==> src/rtl/mhpq_ram.sv <==
// Generic single-write, single-read synchronous RAM with registered read data.
`timescale 1ns / 1ps

module mhpq_ram #(
    parameter int WIDTH = 8,
    parameter int DEPTH = 16
) (
    input  logic                     clk,
    input  logic                     wr_en,
    input  logic [$clog2(DEPTH)-1:0] wr_addr,
    input  logic [WIDTH-1:0]         wr_data,
    input  logic                     rd_en,
    input  logic [$clog2(DEPTH)-1:0] rd_addr,
    output logic [WIDTH-1:0]         rd_data
);

    logic [WIDTH-1:0] mem [DEPTH];

    always_ff @(posedge clk)
    begin
        if (wr_en)
        begin
            mem[wr_addr] <= wr_data;
        end
        if (rd_en)
        begin
            rd_data <= mem[rd_addr];
        end
    end

endmodule

==> config.mk <==
export PLATFORM = sky130hd
export DESIGN_NAME = mhpq_ram
export DESIGN_NICKNAME = d
export VERILOG_FILES = /design/src/rtl/mhpq_ram.sv
export SDC_FILE = /design/constraint.sdc
export NUM_CORES = 1
export LEC_CHECK = 0
export ABC_AREA = 0
export BUFFER_PORTS_ARGS = -buffer_cell sky130_fd_sc_hd__buf_2
export CAP_MARGIN = 20
export CORE_UTILIZATION = 60
export DETAILED_ROUTE_END_ITERATION = 10
export PLACE_DENSITY = 0.78
export SETUP_SLACK_MARGIN = 0.02
export SLEW_MARGIN = 20
export SYNTH_ARGS = -nofsm -noshare
export SYNTH_HDL_FRONTEND = slang
export SYNTH_SLANG_ARGS = --single-unit
==> constraint.sdc <==
create_clock -name clk -period 3.5 [get_ports clk]
set_clock_uncertainty 0.05 [all_clocks]
set_input_delay 0.525 -clock clk [delete_from_list [all_inputs] [get_ports clk]]
set_output_delay 0.525 -clock clk [all_outputs]
set_load 0.02 [all_outputs]
### After elaboration in Yosys (flattened, before gate mapping)

Memory sizes are Yosys's and may differ from the RTL's. A register that Yosys moved wholly into a read port is not among the register bits.
Cells that the tools add are included.

| word-level totals | value |
|---|---|
| register bits after elaboration | 0 |
| bits in latches | 0 |
| memory bits (writable) | 128 |
| memory bits (read-only) | 0 |
| bits of input ports | 19 |
| output and inout bits | 8 |
| word-level logic and storage cells | 3 |
| memories | 1 |

| operators by class | value |
|---|---|
| $add $sub $neg | 0 |
| multiply operators | 0 |
| divide/modulo/power cells | 0 |
| magnitude comparators | 0 |
| eq/ne operators | 0 |
| shifts and indexed selects | 0 |
| multiplexer cells | 2 |
| bitwise operators | 0 |
| reductions and logical operators | 0 |

Memories:

| memory | words | width | read ports | clocked after memory_dff | write ports | RTL line | source |
|---|---|---|---|---|---|---|---|
| mem | 16 | 8 | 1 | 1 | 1 | 17 | `logic [WIDTH-1:0] mem [DEPTH];` |

Operators by type and width:

| operator | number |
|---|---|
| 1-bit two-way mux | 2 |

### Longest topological paths before layout

Gate-level depths: netlist (run 1).

| depth | value |
|---|---|
| word-level depth | 2 |
| gate-level depth with buffers | 5 |
| gate-level depth less buffers | 3 |

### Worst setup path before layout (run 1)

Ideal clock, no wire load.

| timing path | value |
|---|---|
| kind | input-to-reg |
| from | input wr_addr[2] |
| to | memory mem[0][0] (enable) |
| library setup time | 0.383 ns |
| data arrival time | 1.635 ns |
| path slack | 1.432 ns |
| stages on the path | 2 |
| cells stage by stage | or3b_2 -> nor3_1 |

RTL lines:

| element | RTL line | source |
|---|---|---|
| from (decl) | 10 | `input logic [$clog2(DEPTH)-1:0] wr_addr,` |
| to (decl) | 17 |  |

Straight into the memory's write port.

==> qor.txt, run 1 <==
Met1 Wirelength - 4170 µm
Worst Hold Class - primary input to flop
Status - complete, no violations
GPL Wtd Cong - 0.734
CTS Buf Count - 17
Post-synth top area share - 0.781
CTS tree - built
Critical path's top delay family - buffers and inverters
Dominant synthesized flop cell - edfxtp_1
Synth cell types - 18
Die height - 95.3 µm
Crit path required time - 3.72 ns
CP Cell Sequence - buf_2 > buf_4 > mux4_1 > a22oi_1 > nand2_1
Met3 WL post-DR - 702 µm
WP buf/inv - 2
# port buffers - 26
Share of cells above drive strength 1 - 0.296
Max-Cap Viols - 0
Main combinational cell family by area after synthesis - multiplexers
Clock root buffer - clkbuf_8
Rows - 33
Clock Path Buffers - 2
Vias per inst - 6.40
Starting density of the core - 0.627
Most common cell after layout, fill and taps aside - edfxtp_1
Period utilization - 0.573
Reg clk slew, reported paths - 0.06 ns
Post-Synth XOR/XNOR Area - 0
Fmax - 0.499 GHz
Slew Limit Fails - 0
Critical path capture point type - flop
Top cells by area, synth - edfxtp_1 78%, mux4_2 7.8%, mux4_1 7.0%
Crit path launch type - primary input
Vias post-DR - 2509
Largest net degree at the start of global routing - 33
Power Total - 3920 µW
Clock sink count - 136
DR WL/cell - 26.0 µm
Synth area leader - edfxtp_1
Post-synthesis sequential area ratio - 0.781
I/O pins - 27
Simple-Gate Fraction of Synth Area - 0.0314
Worst Path Arrival - 2.22 ns
Asr flop ratio synth - 0
H-tree Lvls - 4
Area growth syn-to-layout - 16.9%
Syn_area_per_cell - 22.8 µm²
Actual slew at the worst max-slew pin - 1.06 ns
Worst path max stage delay - 0.65 ns
Setup violators final - 0
Critical path class - primary input to flop
Post-Synth Adder-Cell Area - 0
Mux cell area share after synthesis - 0.148
Yosys synthesis warning count - 0
Most frequent cells in the layout - 136 x edfxtp_1, 26 x buf_2, 18 x mux4_2
Die width - 95.3 µm
Skew-Pair Late Insertion Delay - 0.51 ns
Post-CTS setup buffers - 0
Hold slack - 0.316 ns
Slowest CP cell - mux4_1
Grt ovf - 0
Antenna Cells - 0
Hold Vio Cnt, Final - 0
First-pass GRT wire length - 15000 µm
Pleak - 0.00207 µW
Core footprint - 8340 µm²
Relative slew slack - 0.292
Number of antenna violations at the first check in global routing - 0
Drt total wl - 10200 µm
Power Dens Cells - 641 nW/µm²
Tmin final - 2.01 ns
Synth Cell Area - 5230 µm²
Compound-Gate Fraction of Synth Area - 0.0230
Vias in the first global route - 2499
RSZ-0062 raised after global routing - false
Hpwl dp - 5860 µm
Top sig layer - met4
Detail Route Antenna Nets - 0
Die Area - 9090 µm²
Synth Register Bits - 136
Remaining DRCs - 0
EDFF count, synth - 136
Syn_nets - 248
Post-cts sizing count - 0
Hold_buf cts - 0
Initial drt markers - 274
Critical path fanouts, max - 13
Gate Count Post-Synth - 229
VDD IR-drop max - 445 µV
Final net count - 293
Layout fillers - 474
Routed wl met2 - 4920 µm
Setup TNS - 0 ns
Total GRT Usage - 0.256
DRT Pass-1 Iters - 5
final timing paths:
| check | start | to | slack (ns) | depth (start not counted) |
|---|---|---|---|---|
| worst max-delay path | rd_addr[0] | rd_data[2]$_DFFE_PP_ | 1.49 | 5 |
| worst min-delay path | rd_en | rd_data[6]$_DFFE_PP_ | 0.32 | 1 |
| worst max register to register | mem[1][2]$_DFFE_PP_ | rd_data[2]$_DFFE_PP_ | 1.86 | 3 |
| worst min register to register | mem[15][2]$_DFFE_PP_ | rd_data[2]$_DFFE_PP_ | 0.71 | 3 |
metal layers:
metal / vias to the layer above / global-route usage
met5: - / 0
met4: 0 / 0.150
met3: 31 / 0.0598
met2: 139 / 0.389
met1: 1265 / 0.343
li1: 1074 / -
per-stage QoR:
step | cells | cell area [µm²] | setup slack (ns) | utilization
after floorplan | 229 | 5230 | 1.43 | -
after detailed placement | 360 | 5480 | 1.03 | 0.657
after CTS | 392 | 6110 | 1.49 | 0.733
after global placement | 360 | 5480 | 1.06 | 0.657
final | 392 | 6110 | 1.49 | 0.733
after global routing | 392 | 6110 | 1.44 | 0.733
synthesized netlist by cell type (all sizes together), types with 2 or more instances:
cell type,count
edfxtp,136
mux4,32
a22oi,16
nor2,13
nand2,9
buf,7
nor3,4
clkdlybuf4s25,3
nand2b,2
nand3b,2
power by group:
group | switching [µW] | total [µW] | internal [µW]
Combinational | 104 | 171 | 66.6
Clock | 668 | 1900 | 1230
Sequential | 9.66 | 1850 | 1840
Total | 782 | 3920 | 3130
layout make-up:
| type | instances | area (µm²) | share of cell area |
|---|---|---|---|
| clock buffer | 17 | 414 | 0.0677 |
| clock inverter | 15 | 221 | 0.0362 |
| multi-input combinational | 83 | 1060 | 0.173 |
| sequential | 136 | 4080 | 0.668 |
| tap | 105 | 131 | 0.0215 |
| timing repair buffer | 36 | 205 | 0.0336 |
sequential cells by signal, summed over array words and instances (netlist names):
name / count
rd_data: 8
mem: 128
kinds of logic (layout without fill, tap and decap cells):
family                 count (synthesis)  in the layout
multiplexers                          32             32
AO/OA/AOI/OAI                         16             16
AND/OR/NAND/NOR                       35             35
flip-flops                           136            136
buffers and inverters                 10             68
No activity file was read; power rests on OpenSTA's default activity.
==> inputs of run 2 (changes only) <==
--- a/config.mk
+++ b/config.mk
@@ -8,9 +8,9 @@
 export ABC_AREA = 0
 export BUFFER_PORTS_ARGS = -buffer_cell sky130_fd_sc_hd__buf_2
 export CAP_MARGIN = 20
-export CORE_UTILIZATION = 60
+export CORE_UTILIZATION = 54
 export DETAILED_ROUTE_END_ITERATION = 10
-export PLACE_DENSITY = 0.78
+export PLACE_DENSITY = 0.74
 export SETUP_SLACK_MARGIN = 0.02
 export SLEW_MARGIN = 20
 export SYNTH_ARGS = -nofsm -noshare
==> constraint.sdc (replaced) <==
create_clock -name clk -period 1.8 [get_ports clk]
set_clock_uncertainty 0.05 [all_clocks]
set_input_delay 0.27 -clock clk [delete_from_list [all_inputs] [get_ports clk]]
set_output_delay 0.27 -clock clk [all_outputs]
set_load 0.02 [all_outputs]
==> qor.txt, run 2 (same netlist as run 1, synthesis figures left out) <==
Status - complete, no violations
Storage element area - 4080 µm² (unchanged)
Hold_buf cts - 0 (unchanged)
Share of cells above drive strength 1 - 0.337 (+0.0405)
DR WL/cell - 23.0 µm (-12%)
Worst Hold Class - primary input to flop
CTS tree - built
Power Total - 7590 µW (+94%)
FF-to-FF End - rd_data[0]$_DFFE_PP_
Relative slew slack - 0.701 (+0.409)
CTS Buf Count - 17 (unchanged)
Pleak - 0.00215 µW (+4.1%)
Total GRT Usage - 0.218 (-0.0380)
Actual slew at the worst max-slew pin - 0.448 ns (-0.610 ns)
Worst path max stage delay - 0.47 ns (-0.18 ns)
Hold_sp - wr_data[6]
Gr busiest metal - met2
Core footprint - 9330 µm² (+12%)
Hold Vio Cnt, Final - 0 (unchanged)
Area of the multi-input gates - 1060 µm² (+0.47%)
DRT Pass-1 Iters - 5 (unchanged)
Power Dens Cells - 1210 nW/µm² (+88%)
Most frequent cells in the layout - 136 x edfxtp_1, 26 x buf_2, 19 x buf_4
Fmax - 0.650 GHz
Period utilization - 0.855
Remaining DRCs - 0 (unchanged)
Area growth syn-to-layout - 20.5%
Met3 Use GR - 0.0536 (-0.00619)
H-tree Lvls - 4 (unchanged)
Skew-Pair Late Insertion Delay - 0.51 ns (about the same)
Vias per inst - 5.90 (-7.8%)
Starting density of the core - 0.560 (-0.0663)
Max-Cap Viols - 0 (unchanged)
Drt total wl - 9870 µm (-3.2%)
Die width - 100 µm (+5.3%)
Clock root buffer - clkbuf_8
Hpwl dp - 6030 µm (+3.0%)
Vias in the first global route - 2537 (+1.5%)
Number of antenna violations at the first check in global routing - 0 (unchanged)
Reg with most FFs - mem
RSZ-0062 raised after global routing - false
Critical path capture point type - flop
Initial drt markers - 187 (-32%)
Die Area - 10100 µm² (+11%)
Setup ws final - 0.262 ns (-1.23 ns)
Crit path required time - 1.99 ns (-1.73 ns)
Setup violators final - 0 (unchanged)
CP Cell Sequence - mux4_2 > a22oi_1 > nand2_1
# port buffers - 26 (unchanged)
Clock sink count - 136 (unchanged)
Met1 GRT Util - 0.297 (-0.0462)
Post-cts sizing count - 0 (unchanged)
Worst setup path endpoint - rd_data[0]$_DFFE_PP_
Slowest CP cell - mux4_2
Detail Route Antenna Nets - 0 (unchanged)
Clock Path Buffers - 2 (unchanged)
Antenna Cells - 0 (unchanged)
Grt ovf - 0 (unchanged)
Rows - 35 (+6.1%)
Reg clk slew, reported paths - 0.06 ns (about the same)
I/O pins - 27 (unchanged)
Vias post-DR - 2533 (+0.96%)
Slew Limit Fails - 0 (unchanged)
Die height - 100 µm (+5.3%)
Most common cell after layout, fill and taps aside - edfxtp_1
Length in cells of the worst reg-to-reg path - 3 (unchanged)
Worst Path Arrival - 1.73 ns (-0.49 ns)
VDD IR-drop max - 623 µV (+40%)
Largest register FFs - 128 (unchanged)
Worst R2R Setup Slack - 0.26 ns (-1.60 ns)
DP Worst Slack - -0.0701 ns (-1.10 ns)
Largest net degree at the start of global routing - 22 (-33%)
Layout fillers - 572 (+21%)
M2 GR Usage - 0.341 (-0.0478)
First-pass GRT wire length - 14800 µm (-1.2%)
Critical path class - flop to flop
Critical path fanouts, max - 1 (-12)
Post-CTS setup buffers - 0 (unchanged)
Tmin final - 1.54 ns
GPL Wtd Cong - 0.768 (+4.6%)
Reg2reg start - mem[11][0]$_DFFE_PP_
Final net count - 306 (+4.4%)
Crit path launch type - flop
Largest registers - mem: 128 flops, rd_data: 8 flops
Setup crit start - mem[11][0]$_DFFE_PP_
run 2: per-layer routing:
layer | part of all wire | up-vias
li1 | - | 1100
met1 | 0.43 | 1305
met2 | 0.50 | 114
met3 | 0.055 | 14
met4 | 0.015 | 0
met5 | 0 | -
run 2: area by class of cell:
class	count	area share
flip-flops and latches	136	0.648
repair buffers	49	0.0560
well taps	129	0.0256
clock inverters	15	0.0357
multi-input cells	83	0.169
clock buffers	17	0.0657
run 2: worst min-delay path by stage:
stage	to	slack [ns]	cells past startpoint
after detailed placement	rd_data[4]$_DFFE_PP_	0.60	1
after floorplan	mem[0][0]$_DFFE_PP_	0.32	0
final	mem[7][6]$_DFFE_PP_	0.09	1
after global routing	rd_data[6]$_DFFE_PP_	0.07	1
after CTS	rd_data[7]$_DFFE_PP_	0.07	1
after global placement	rd_data[4]$_DFFE_PP_	0.60	1
run 2: worst max-delay path, delay by kind of cell (launching register included):
family             cells  cell delay, ns
muxes                  1            0.47
DFF                    1            0.36
AOI/OAI and AO/OA      1            0.31
and+or+nand+nor        1            0.09
run 2: power breakdown:
group | switching, µW | internal, µW | total, µW
clock network | 1260 | 2390 | 3650
logic | 204 | 151 | 355
registers | 18.7 | 3570 | 3590
run 2: through the flow:
| step | util | instance area (µm²) | TNS (ns) | instances | hold slack, ns |
|---|---|---|---|---|---|
| 3_3_place_gp | 0.607 | 5660 | -0.210 | 397 | 0.597 |
| 4_1_cts | 0.675 | 6300 | 0 | 429 | 0.0683 |
| 3_5_place_dp | 0.607 | 5660 | -0.285 | 397 | 0.602 |
| 5_1_grt | 0.675 | 6300 | 0 | 429 | 0.0698 |
| 6_report | 0.675 | 6300 | 0 | 429 | 0.0894 |
| 2_1_floorplan | - | 5230 | 0 | 229 | 0.319 |
